--- src/design/huffman_code_builder_assert.svh ---
// Assertion macros for huffman_code_builder.
// Used by the top level only; expects i_clk and i_rst_n in scope.
`ifndef HUFFMAN_CODE_BUILDER_ASSERT_SVH
`define HUFFMAN_CODE_BUILDER_ASSERT_SVH

// Invariant checked at every clock edge outside reset.
`define HCB_ASSERT(lbl, prop, msg) \
    lbl: assert property (@(posedge i_clk) disable iff (!i_rst_n) prop) \
        else $error(msg);

// Invariant checked in the cycle after a trigger.
`define HCB_ASSERT_NEXT(lbl, trig, prop, msg) \
    lbl: assert property (@(posedge i_clk) disable iff (!i_rst_n) trig |=> prop) \
        else $error(msg);

`endif

--- src/design/hcb_pkg.sv ---
// Shared constants, payload structs and state codes for the Huffman code builder.
// No dependencies.
package hcb_pkg;

    localparam int SYMBOLS      = 16;
    localparam int MAX_CODE_LEN = 15;
    localparam int NODES        = 2 * SYMBOLS - 1;

    localparam int KEY_W   = 8;
    localparam int IW_W    = 16;
    localparam int CODE_W  = 15;
    localparam int LEN_W   = 4;
    localparam int W_W     = IW_W + $clog2(SYMBOLS);
    localparam int ID_W    = $clog2(NODES);
    localparam int FILL_W  = $clog2(NODES + 1);
    localparam int LOAD_W  = $clog2(SYMBOLS + 1);
    localparam int MRG_W   = $clog2(SYMBOLS);
    localparam int SP_W    = $clog2(SYMBOLS + 1);
    localparam int SIDX_W  = $clog2(SYMBOLS);

    typedef struct packed {
        logic [KEY_W-1:0] symbol_key;
        logic [IW_W-1:0]  symbol_weight;
        logic             set_last;
    } t_sym_in;

    typedef struct packed {
        logic [KEY_W-1:0]  code_key;
        logic [CODE_W-1:0] code_bits;
        logic [LEN_W-1:0]  code_length;
        logic              code_last;
    } t_code_out;

    // one queue slot: node weight and node id
    typedef struct packed {
        logic [W_W-1:0]  w;
        logic [ID_W-1:0] id;
    } t_entry;

    typedef enum logic [1:0] {
        Q_HOLD,
        Q_INSERT,
        Q_SHIFT
    } t_qmode;

    typedef enum logic [2:0] {
        ST_LOAD,
        ST_POPA,
        ST_POPB,
        ST_MERGE,
        ST_WALK
    } t_state;

endpackage

--- src/design/hcb_cell.sv ---
// One slot of the sorted node queue.
// Depends on hcb_pkg.
module hcb_cell import hcb_pkg::*; (
    input  logic   i_clk,
    input  t_qmode i_mode,
    input  logic   i_live,
    input  t_entry i_new,
    input  t_entry i_prev,
    input  logic   i_prev_lt,
    input  t_entry i_next,
    output t_entry o_entry,
    output logic   o_lt
);

    t_entry r_entry;
    t_entry n_entry;

    // strictly lighter slots stay put; the new entry lands before equal weights
    assign o_lt    = i_live && (r_entry.w < i_new.w);
    assign o_entry = r_entry;

    always_comb begin
        n_entry = r_entry;
        case (i_mode)
            Q_INSERT: begin
                if (!o_lt) begin
                    n_entry = i_prev_lt ? i_new : i_prev;
                end
            end
            Q_SHIFT: n_entry = i_next;
            default: n_entry = r_entry;
        endcase
    end

    always_ff @(posedge i_clk) begin
        r_entry <= n_entry;
    end

endmodule

--- src/design/hcb_queue.sv ---
// Weight-sorted node queue built as a chain of hcb_cell slots.
// Depends on hcb_pkg and hcb_cell.
module hcb_queue import hcb_pkg::*; (
    input  logic              i_clk,
    input  t_qmode            i_mode,
    input  logic [FILL_W-1:0] i_fill,
    input  t_entry            i_new,
    output t_entry            o_head
);

    t_entry s_entry [NODES];
    logic   s_lt    [NODES];

    for (genvar g = 0; g < NODES; g++) begin : g_cell
        t_entry s_prev;
        t_entry s_next;
        logic   s_prev_lt;

        if (g == 0) begin : g_first
            assign s_prev    = i_new;
            assign s_prev_lt = 1'b1;
        end else begin : g_mid
            assign s_prev    = s_entry[g-1];
            assign s_prev_lt = s_lt[g-1];
        end

        if (g == NODES - 1) begin : g_tail
            assign s_next = s_entry[g];
        end else begin : g_body
            assign s_next = s_entry[g+1];
        end

        hcb_cell u_cell (
            .i_clk     (i_clk),
            .i_mode    (i_mode),
            .i_live    (FILL_W'(g) < i_fill),
            .i_new     (i_new),
            .i_prev    (s_prev),
            .i_prev_lt (s_prev_lt),
            .i_next    (s_next),
            .o_entry   (s_entry[g]),
            .o_lt      (s_lt[g])
        );
    end

    assign o_head = s_entry[0];

endmodule

--- src/design/huffman_code_builder.sv ---
// Huffman code builder top level: load, merge sequencer and tree walk.
// Depends on hcb_pkg, hcb_queue (hcb_cell) and huffman_code_builder_assert.svh.
//
//  channel | direction | handshake               | payload
//  --------+-----------+-------------------------+---------------------------
//  in      | input     | i_in_valid / o_in_stall | i_in_data  (t_sym_in)
//  out     | output    | o_out_valid/ i_out_stall| o_out_data (t_code_out)
//
// Loading: one pair per cycle, inserted straight into the chain of queue slots.
// Build: each merge pops the left node, pops the right node, then inserts their
//   sum; the walk then visits each tree node, pushing the children of internal
//   nodes and emitting a code at each leaf, and a final step returns to loading.
// Reset clears the control counters and FSM; queue, link and stack contents
//   carry no reset.
// A stalled result holds the walk on the next leaf; o_in_stall is high for the
//   whole build and walk.
`include "huffman_code_builder_assert.svh"

module huffman_code_builder import hcb_pkg::*; (
    input  logic      i_clk,
    input  logic      i_rst_n,
    input  logic      i_in_valid,
    output logic      o_in_stall,
    input  t_sym_in   i_in_data,
    output logic      o_out_valid,
    input  logic      i_out_stall,
    output t_code_out o_out_data
);

    t_state r_state;
    t_state n_state;

    logic [FILL_W-1:0] r_fill;
    logic [LOAD_W-1:0] r_loaded;
    logic [MRG_W-1:0]  r_merge;
    logic [SP_W-1:0]   r_sp;

    logic [KEY_W-1:0]  r_keys  [SYMBOLS];
    logic [ID_W-1:0]   r_left  [SYMBOLS-1];
    logic [ID_W-1:0]   r_right [SYMBOLS-1];

    // walk stack: node id, partial code, depth
    logic [ID_W-1:0]   r_stk_id   [SYMBOLS];
    logic [CODE_W-1:0] r_stk_code [SYMBOLS];
    logic [LEN_W-1:0]  r_stk_len  [SYMBOLS];

    t_entry    r_a;
    t_entry    r_sum;
    t_code_out r_out;
    logic      r_ovalid;

    // queue control
    t_qmode q_mode;
    t_entry q_new;
    t_entry q_head;

    logic              s_accept;
    logic              s_room;
    logic [LOAD_W-1:0] s_loaded_nx;
    logic              s_out_free;
    logic [SIDX_W-1:0] s_top;
    logic [ID_W-1:0]   s_top_id;
    logic              s_top_int;
    logic [MRG_W-1:0]  s_top_m;
    logic [CODE_W-1:0] s_code_sh;
    logic [LEN_W-1:0]  s_len_nx;
    logic              s_emit;
    logic              s_walk_wait;

    assign o_in_stall  = (r_state != ST_LOAD);
    assign o_out_valid = r_ovalid;
    assign o_out_data  = r_out;

    assign s_accept    = i_in_valid && !o_in_stall;
    assign s_room      = (r_loaded < LOAD_W'(SYMBOLS));
    assign s_loaded_nx = r_loaded + LOAD_W'(s_room);
    assign s_out_free  = !r_ovalid || !i_out_stall;

    // top of stack and the derived child values
    assign s_top     = r_sp[SIDX_W-1:0] - SIDX_W'(1);
    assign s_top_id  = r_stk_id[s_top];
    assign s_top_int = (s_top_id >= ID_W'(SYMBOLS));
    assign s_top_m   = MRG_W'(s_top_id - ID_W'(SYMBOLS));
    assign s_code_sh = {r_stk_code[s_top][CODE_W-2:0], 1'b0};
    assign s_len_nx  = (r_stk_len[s_top] == LEN_W'(MAX_CODE_LEN)) ?
                       r_stk_len[s_top] : r_stk_len[s_top] + LEN_W'(1);
    assign s_emit    = (r_state == ST_WALK) && (r_sp != '0) && !s_top_int && s_out_free;
    // leaf on top but the result register is still blocked
    assign s_walk_wait = (r_state == ST_WALK) && (r_sp != '0) && !s_top_int && !s_out_free;

    hcb_queue u_queue (
        .i_clk  (i_clk),
        .i_mode (q_mode),
        .i_fill (r_fill),
        .i_new  (q_new),
        .o_head (q_head)
    );

    // next state
    always_comb begin
        n_state = r_state;
        case (r_state)
            ST_LOAD: begin
                if (s_accept && i_in_data.set_last && (s_loaded_nx >= LOAD_W'(2))) begin
                    n_state = ST_POPA;
                end
            end
            ST_POPA:  n_state = (r_fill == FILL_W'(1)) ? ST_WALK : ST_POPB;
            ST_POPB:  n_state = ST_MERGE;
            ST_MERGE: n_state = ST_POPA;
            ST_WALK: begin
                if (r_sp == '0) begin
                    n_state = ST_LOAD;
                end
            end
            default:  n_state = ST_LOAD;
        endcase
    end

    // queue operation per state
    always_comb begin
        q_mode = Q_HOLD;
        q_new  = r_sum;
        case (r_state)
            ST_LOAD: begin
                q_new = '{w: W_W'(i_in_data.symbol_weight), id: ID_W'(r_loaded)};
                if (s_accept && s_room) begin
                    q_mode = Q_INSERT;
                end
            end
            ST_POPA: begin
                if (r_fill != FILL_W'(1)) begin
                    q_mode = Q_SHIFT;
                end
            end
            ST_POPB:  q_mode = Q_SHIFT;
            ST_MERGE: q_mode = Q_INSERT;
            default:  q_mode = Q_HOLD;
        endcase
    end

    always_ff @(posedge i_clk) begin
        if (!i_rst_n) begin
            r_state  <= ST_LOAD;
            r_fill   <= '0;
            r_loaded <= '0;
            r_merge  <= '0;
            r_sp     <= '0;
            r_ovalid <= 1'b0;
        end else begin
            r_state <= n_state;
            if (s_emit) begin
                r_ovalid <= 1'b1;
            end else if (!i_out_stall) begin
                r_ovalid <= 1'b0;
            end
            case (r_state)
                ST_LOAD: begin
                    if (s_accept) begin
                        if (i_in_data.set_last && (s_loaded_nx < LOAD_W'(2))) begin
                            r_fill   <= '0;
                            r_loaded <= '0;
                        end else if (s_room) begin
                            r_fill   <= r_fill + FILL_W'(1);
                            r_loaded <= r_loaded + LOAD_W'(1);
                        end
                    end
                end
                ST_POPA: begin
                    if (r_fill == FILL_W'(1)) begin
                        r_sp <= SP_W'(1);
                    end else begin
                        r_fill <= r_fill - FILL_W'(1);
                    end
                end
                ST_POPB: r_fill <= r_fill - FILL_W'(1);
                ST_MERGE: begin
                    r_fill  <= r_fill + FILL_W'(1);
                    r_merge <= r_merge + MRG_W'(1);
                end
                ST_WALK: begin
                    if (r_sp == '0) begin
                        r_fill   <= '0;
                        r_loaded <= '0;
                        r_merge  <= '0;
                    end else if (s_top_int) begin
                        r_sp <= r_sp + SP_W'(1);
                    end else if (s_out_free) begin
                        r_sp <= r_sp - SP_W'(1);
                    end
                end
                default: ;
            endcase
        end
    end

    // payload: keys, links, stack, result register
    always_ff @(posedge i_clk) begin
        if (r_state == ST_LOAD && s_accept && s_room) begin
            r_keys[r_loaded[SIDX_W-1:0]] <= i_in_data.symbol_key;
        end
        if (r_state == ST_POPA) begin
            r_a <= q_head;
            if (r_fill == FILL_W'(1)) begin
                r_stk_id[0]   <= q_head.id;
                r_stk_code[0] <= '0;
                r_stk_len[0]  <= '0;
            end
        end
        if (r_state == ST_POPB) begin
            r_left[r_merge]  <= r_a.id;
            r_right[r_merge] <= q_head.id;
            r_sum <= '{w: r_a.w + q_head.w, id: ID_W'(SYMBOLS) + ID_W'(r_merge)};
        end
        if (r_state == ST_WALK && r_sp != '0 && s_top_int) begin
            // left child replaces the parent, right child goes on top
            r_stk_id[s_top]               <= r_left[s_top_m];
            r_stk_code[s_top]             <= s_code_sh;
            r_stk_len[s_top]              <= s_len_nx;
            r_stk_id[r_sp[SIDX_W-1:0]]    <= r_right[s_top_m];
            r_stk_code[r_sp[SIDX_W-1:0]]  <= s_code_sh | CODE_W'(1);
            r_stk_len[r_sp[SIDX_W-1:0]]   <= s_len_nx;
        end
        if (s_emit) begin
            r_out.code_key    <= r_keys[s_top_id[SIDX_W-1:0]];
            r_out.code_bits   <= r_stk_code[s_top];
            r_out.code_length <= r_stk_len[s_top];
            r_out.code_last   <= (r_sp == SP_W'(1));
        end
    end

    `HCB_ASSERT(a_fill_cap, r_fill <= FILL_W'(NODES), "queue fill beyond capacity")
    `HCB_ASSERT(a_sp_cap, r_sp <= SP_W'(SYMBOLS), "walk stack beyond capacity")
    `HCB_ASSERT_NEXT(a_walk_hold, s_walk_wait, $stable(r_sp), "walk moved while result blocked")

endmodule

--- config.mk ---
export PLATFORM = sky130hd
export DESIGN_NAME = huffman_code_builder
export DESIGN_NICKNAME = d
export VERILOG_FILES = /design/src/design/hcb_pkg.sv /design/src/design/hcb_cell.sv /design/src/design/hcb_queue.sv /design/src/design/huffman_code_builder.sv
export VERILOG_INCLUDE_DIRS = /design/src /design/src/design
export SDC_FILE = /design/constraint.sdc
export NUM_CORES = 2
export LEC_CHECK = 0
export BUFFER_PORTS_ARGS = -buffer_cell sky130_fd_sc_hd__buf_4
export CELL_PAD_IN_SITES_DETAIL_PLACEMENT = 1
export CELL_PAD_IN_SITES_GLOBAL_PLACEMENT = 1
export CORE_MARGIN = 2
export CORE_UTILIZATION = 34
export DETAILED_ROUTE_END_ITERATION = 10
export PLACE_DENSITY_LB_ADDON = 0.1
export SLEW_MARGIN = 40
export SYNTH_ARGS = -nofsm -noshare
export SYNTH_HDL_FRONTEND = slang
export SYNTH_SLANG_ARGS = --single-unit
--- constraint.sdc ---
create_clock -name i_clk -period 7.82 [get_ports i_clk]
set_clock_uncertainty 0.15 [all_clocks]
set_input_delay 1.173 -clock i_clk [delete_from_list [all_inputs] [get_ports i_clk]]
set_output_delay 1.173 -clock i_clk [all_outputs]
set_load 0.05 [all_outputs]
======== Yosys cells after proc, flatten, opt, wreduce, memory -nomap -nowiden ========
Memory sizes are Yosys's and may differ from the RTL's. A register that Yosys moved wholly into a read port is not among the register bits.
Cells that the tools add are included.
storage, ports and cells
  output and inout bits ................... 30
  RAM bits ................................ 662
  bits in registers ....................... 868
  memories kept ........................... 6
memories
  memory      words  width  read ports  clocked after Yosys merged registers in  wr ports  RTL line                    text
  r_stk_code  16     15     1           0                                        2         huffman_code_builder.sv:44  logic [CODE_W-1:0] r_stk_code [SYMBOLS];
  r_keys      16     8      1           1                                        1         huffman_code_builder.sv:38  logic [KEY_W-1:0] r_keys [SYMBOLS];
  r_stk_id    16     5      1           0                                        2         huffman_code_builder.sv:43  logic [ID_W-1:0] r_stk_id [SYMBOLS];
  r_left      15     5      1           0                                        1         huffman_code_builder.sv:39  logic [ID_W-1:0] r_left [SYMBOLS-1];
  r_right     15     5      1           0                                        1         huffman_code_builder.sv:40  logic [ID_W-1:0] r_right [SYMBOLS-1];
  r_stk_len   16     4      1           0                                        2         huffman_code_builder.sv:45  logic [LEN_W-1:0] r_stk_len [SYMBOLS];
operators by class
  add/sub/neg operators ................... 12
  reduce and logical (&&, ||, !) cells .... 95
  equality and inequality tests ........... 49
  bitwise logic cells ..................... 1
  magnitude comparators ................... 66
  mux-type cells .......................... 136
operators by type and width
  cell                                               count
  2-to-1 mux 25 bit                                  61
  case mux 25 bit (2 select lines)                   30
  < comparator 20 bit                                31
  < comparator 5 bit, first input constant           15
  != test 2 bit, second input constant               35
  AND reduction 2 bit                                33
  2-to-1 mux 5 bit                                   13
  logical AND 1 bit                                  42
  < comparator 4 x 5 -> 1 bit, first input constant  8
  case mux 5 bit (5 select lines)                    1
  2-to-1 mux 4 bit                                   6
  adder 20 bit                                       1
  < comparator 3 x 5 -> 1 bit, first input constant  4
  case mux 5 bit (2 select lines)                    2
  adder 5 x 1 -> 5 bit, second input constant        3
  2-to-1 mux 1 bit                                   15
  2-to-1 mux 15 bit                                  1
  case mux 3 bit (5 select lines)                    1
  OR reduction 15 bit                                1
  == test 5 x 1 -> 1 bit, second input constant      2
  < comparator 1 x 5 -> 1 bit, first input constant  2
  < comparator 2 x 5 -> 1 bit, first input constant  2
  nonzero test 5 bit                                 2
  subtractor 5 x 1 -> 5 bit, second input constant   2
  other kinds (32)                                   46

======== Depth between registers and ports, before layout ========
  depth in word-level cells ............... 9
  depth in mapped cells ................... 21
  gate-level depth less buffers ........... 14

======== Hierarchy ========
From an unflattened synthesis, not the netlist that was laid out.
unflattened totals
  cells, all modules ...................... 7958
  area, all modules ....................... 88944.1 um2
by module, submodules not included
  module                seq. area each (um2)  cells an instance  area an instance (um2)  times used
  hcb_cell              750.7                 178                1778.0                  31
  huffman_code_builder  22491.6               2385               33529.7                 1
  hcb_queue             0.0                   55                 297.8                   1

======== Worst setup path before layout ========
Ideal clock, no wire load.
  kind .................................... flip-flop to flip-flop
  from .................................... reg r_state[2]
  to ...................................... reg u_queue.g_cell[27].u_cell.r_entry (netlist bit u_queue.g_cell[27].u_cell.o_entry[0]) (enable)
  library setup time ...................... 0.442 ns
  setup slack ............................. 1.381 ns
  stages on the path, launching flop included .. 18
  arrival time ............................ 5.847 ns
  path through ............................ dfxtp_1 > buf_2 > nor3_1 > inv_1 > clkbuf_1 > nand2_1 > nand2_1 > clkbuf_1 > inv_1 > ha_1 > nand2_1 > nor3_1 > nand4_1 > a2111oi_0 > nor3b_2 > buf_2 > clkbuf_1 > o21ai_0
on the way
  cells in the longest elaborated chain, start to end .. 9
  elaborated cells on any way between the ends .. 18
  those cells by class .................... order compare (1); eq/ne (6); mux (3); reduce/logical (8)
RTL lines
  what                                                                  RTL line                     text
  from (decl)                                                           huffman_code_builder.sv:30   t_state r_state;
  from (signal assigned)                                                huffman_code_builder.sv:151  r_state <= n_state;
  nonzero test 3 bit *                                                  huffman_code_builder.sv:70   assign o_in_stall = (r_state != ST_LOAD);
  named net o_in_stall                                                  huffman_code_builder.sv:23   output logic o_in_stall,
  zero test 1 bit *                                                     huffman_code_builder.sv:74   assign s_accept = i_in_valid && !o_in_stall;
  logical AND 1 bit *                                                   huffman_code_builder.sv:74
  logical AND 1 bit *                                                   huffman_code_builder.sv:127  if (s_accept && s_room) begin
  2-to-1 mux 1 bit *                                                    huffman_code_builder.sv:127
  case mux 2 bit (4 select lines) *                                     huffman_code_builder.sv:124  case (r_state)
  == test 2 x 1 -> 1 bit / == test 2 bit (equally long branches)        hcb_cell.sv:24               case (i_mode)
  != test 2 bit (no line) / nonzero test 2 bit (equally long branches)  --
  AND reduction 2 bit (no line) *                                       --
  to (signal assigned)                                                  hcb_cell.sv:36               r_entry <= n_entry;
  to (decl)                                                             hcb_cell.sv:15               t_entry r_entry;
Mark *: on every way through the listed nets, which the timed path passes. The rest lies on a longest branch.
A chain may end at the register's enable or synchronous reset.

==> flow_summary.toml <==
[status]
status = "completed"

[clocking]
cts.sinks = 1537
cts_tree = "done"
htree_levels = 4
hold_buffers = 0
post_cts_resized = 0
clkTransAtPathRegs_ns = 0.06
postCtsSetupRepairBufs = 0
clock_latency_ns = 0.87
clk_path_buf_depth = 3
clockRootBuffer = "clkbuf_16"
cts_buffers = 184

[yosys]
netlist_instances = 6987
ys_async_sr_fraction_pct = 0
synth-edff-count = 1498
yosysSeqAreaShare_pct = 54.0
synth_nets = 7581
ys_dominant_reg_cell = "edfxtp_1"
synth_area_leaders = "edfxtp_1, ha_1, mux2i_1, mux4_2, nand2_1"
syn-cell-area_um2 = 84700
yosysUniqueCellTypes = 93
yosysTopAreaCellShare_pct = 53.1
ys_seq_elements = 1537
yosys_warnings = 0
syn_area_per_cell_um2 = 12.1
synth_area_leader_cell = "edfxtp_1"

[floorplanning]
ioPinCount = 59
core_area_um2 = 248000
die-height_um = 503
die_area_um2 = 253000
start_util_pct = 34.1
fp-row-count = 183
die_x_um = 503

[routing]
wl_per_cell_um = 32.4
first_pass_iters = 6
vias = 61700
drtAntennaViolNets = 0
drtIter0Drc = 5508
drc_errors = 0
drt-total-wl_um = 338000
viasPerCell = 5.92

[setup_path]
crit_fanout = 44
endpoint = "r_stk_code[11][1]"
ff2ff_setup_slack_ns = 2.04
crit_start = "r_sp[0]"
rr_worst_depth = 9
r2r-end = "r_stk_code[11][1]"
crit_type = "flip-flop to flip-flop"
endpoint_kind = "flip-flop"
worst_ep_arrival_time_ns = 6.09
reg2reg_from = "r_sp[0]"
crit_required_ns = 8.13
start_kind = "flip-flop"

[power_and_ir_drop]
ir_drop_mv = 0.189
p_total_uw = 28100
total_leakage_power_uw = 0.0334
power_density_nw_per_um2 = 293

[finish]
nets = 7532
multi_input_area_um2 = 37200
fillers = 26300
layout_common_cells = "edfxtp_1, nand2_1, ha_1"
final_common_cell = "edfxtp_1"
final_area_um2 = 95700
areaGrowthSynthToFinish_pct = 13.0
drive_gt1_share_pct = 14.5
final_util_pct = 38.6
final-seq-area_um2 = 45800

[placement]
place_ws_ns = 2.04
placed_area_um2 = 89700
place_hpwl_um = 228000
gp_congestion = 0.873
portBuffers = 58

[global_routing]
grt_max_degree = 209
grt_pass1_vias = 63700
track_usage_pct = 26.3
antenna_found_initial = 16
grt_pass1_wl_um = 482000
gr-total-overflow = 0

[timing]
layout_setup_ws_ns = 2.04
max_freq_mhz = 173
layout_min_cycle_time_ns = 5.78
maxSlewHeadroom_pct = 41.3
fin_crit_sh_pct = 73.9
finalSetupViolCount = 0
tightest_slew_ns = 0.881
finalHoldViolCount = 0
setup_tns_ns = 0
slew_violations = 0
rsz0062_at_grt = "no"

[worst_hold_path]
hold_class = "flip-flop to flip-flop"

[job]
cap_violations = 0
[worst min path at each step]
stage	start	end	slack (ns)	cells after the start
after floorplan	r_merge[2]	r_sum[2]	0.26	0
after detailed placement	r_stk_code[9][0]	r_stk_code[9][0]	0.29	2
after CTS	r_stk_code[9][0]	r_stk_code[9][0]	0.30	2
after global routing	r_stk_code[5][0]	r_stk_code[5][0]	0.31	2
after global placement	r_stk_code[9][0]	r_stk_code[9][0]	0.28	2
final	r_stk_code[7][0]	r_stk_code[7][0]	0.30	2
[worst max-delay path, cell delays in order, from the launching register on]
cell	delay, ns
dfxtp_4	0.75
inv_1	0.29
ha_4	0.86
mux4_2	0.38
mux2_2	0.15
mux2_2	0.27
and2_2	0.63
nand3_1	0.71
nand2_1	0.59
buf_4	0.51
[synthesized netlist by cell type, drive strengths merged (21+ instances only)]
library cell and n:
nor2 521, mux2i 339, o21a 33, a31oi 30, dfxtp 39, o221ai 21, nand3 272, o311ai 31
a21o 166, xnor2 80, edfxtp 1498, a211oi 45, mux4 146, a221o 244, nor3 40, o21ai 390
a22oi 31, mux2 107, buf 192, nor2b 113, ha 564, clkbuf 338, and2 30, maj3 22
and4 24, nand4 54, a2111oi 26, inv 53, o211ai 305, a21oi 175, nand2 859
[layer usage]
| metal | global-route usage, % | part of all wire [%] |
|---|---|---|
| met2 | 43.7 | 48 |
| met5 | 0 | 0.0077 |
| met4 | 9.70 | 4.1 |
| met3 | 3.53 | 4.8 |
| met1 | 34.8 | 43 |
[area by class of cell]
cell class / instances / share of cell area, %
multi-input combinational: 4866 / 38.9
tap: 3330 / 4.35
timing repair buffer: 295 / 2.56
sequential: 1537 / 47.8
antenna: 3 / 0.00784
inverter: 54 / 0.214
clock inverter: 91 / 1.05
clock buffer: 247 / 5.11
[logic make-up (layout without fill, tap and decap cells)]
group,count (synthesis),after routing,synth area share [%]
flops,1537,1537,54.0
fa+ha+maj,587,587,8.63
other cells,0,3,0
xor+xnor,89,89,0.929
mux,592,592,9.34
buf+inv,584,687,3.02
simple gates,2000,2000,10.4
compound gates,1598,1598,13.6
[through the flow]
stage,hold WS (ns),instances
3_3_place_gp,0.282,10100
4_1_cts,0.299,10400
2_1_floorplan,0.256,6987
6_report,0.300,10400
5_1_grt,0.314,10400
3_5_place_dp,0.290,10100
[registers in the layout, summed over array words and instances (netlist names)]
| signal | cells |
|---|---|
| u_queue.g_cell.u_cell.o_entry | 775 |
| r_stk_code | 240 |
| r_keys | 128 |
| r_stk_id | 80 |
| r_left | 75 |
| r_right | 75 |
| r_stk_len | 64 |
| o_out_data | 28 |
| r_a | 25 |
| r_sum | 24 |
| r_fill | 5 |
| r_loaded | 5 |
| r_sp | 5 |
| r_merge | 4 |
| r_state | 3 |
| o_out_valid | 1 |
[report_power, final]
part | total [uW] | leakage [uW] | internal [uW] | switching, uW
clock | 8600 | 0.00283 | 4790 | 3810
sequential | 12500 | 0.0145 | 10900 | 1600
combinational | 6960 | 0.0161 | 2660 | 4290
total | 28100 | 0.0334 | 18400 | 9700
Note: power is estimated with default switching activity, not from simulation.
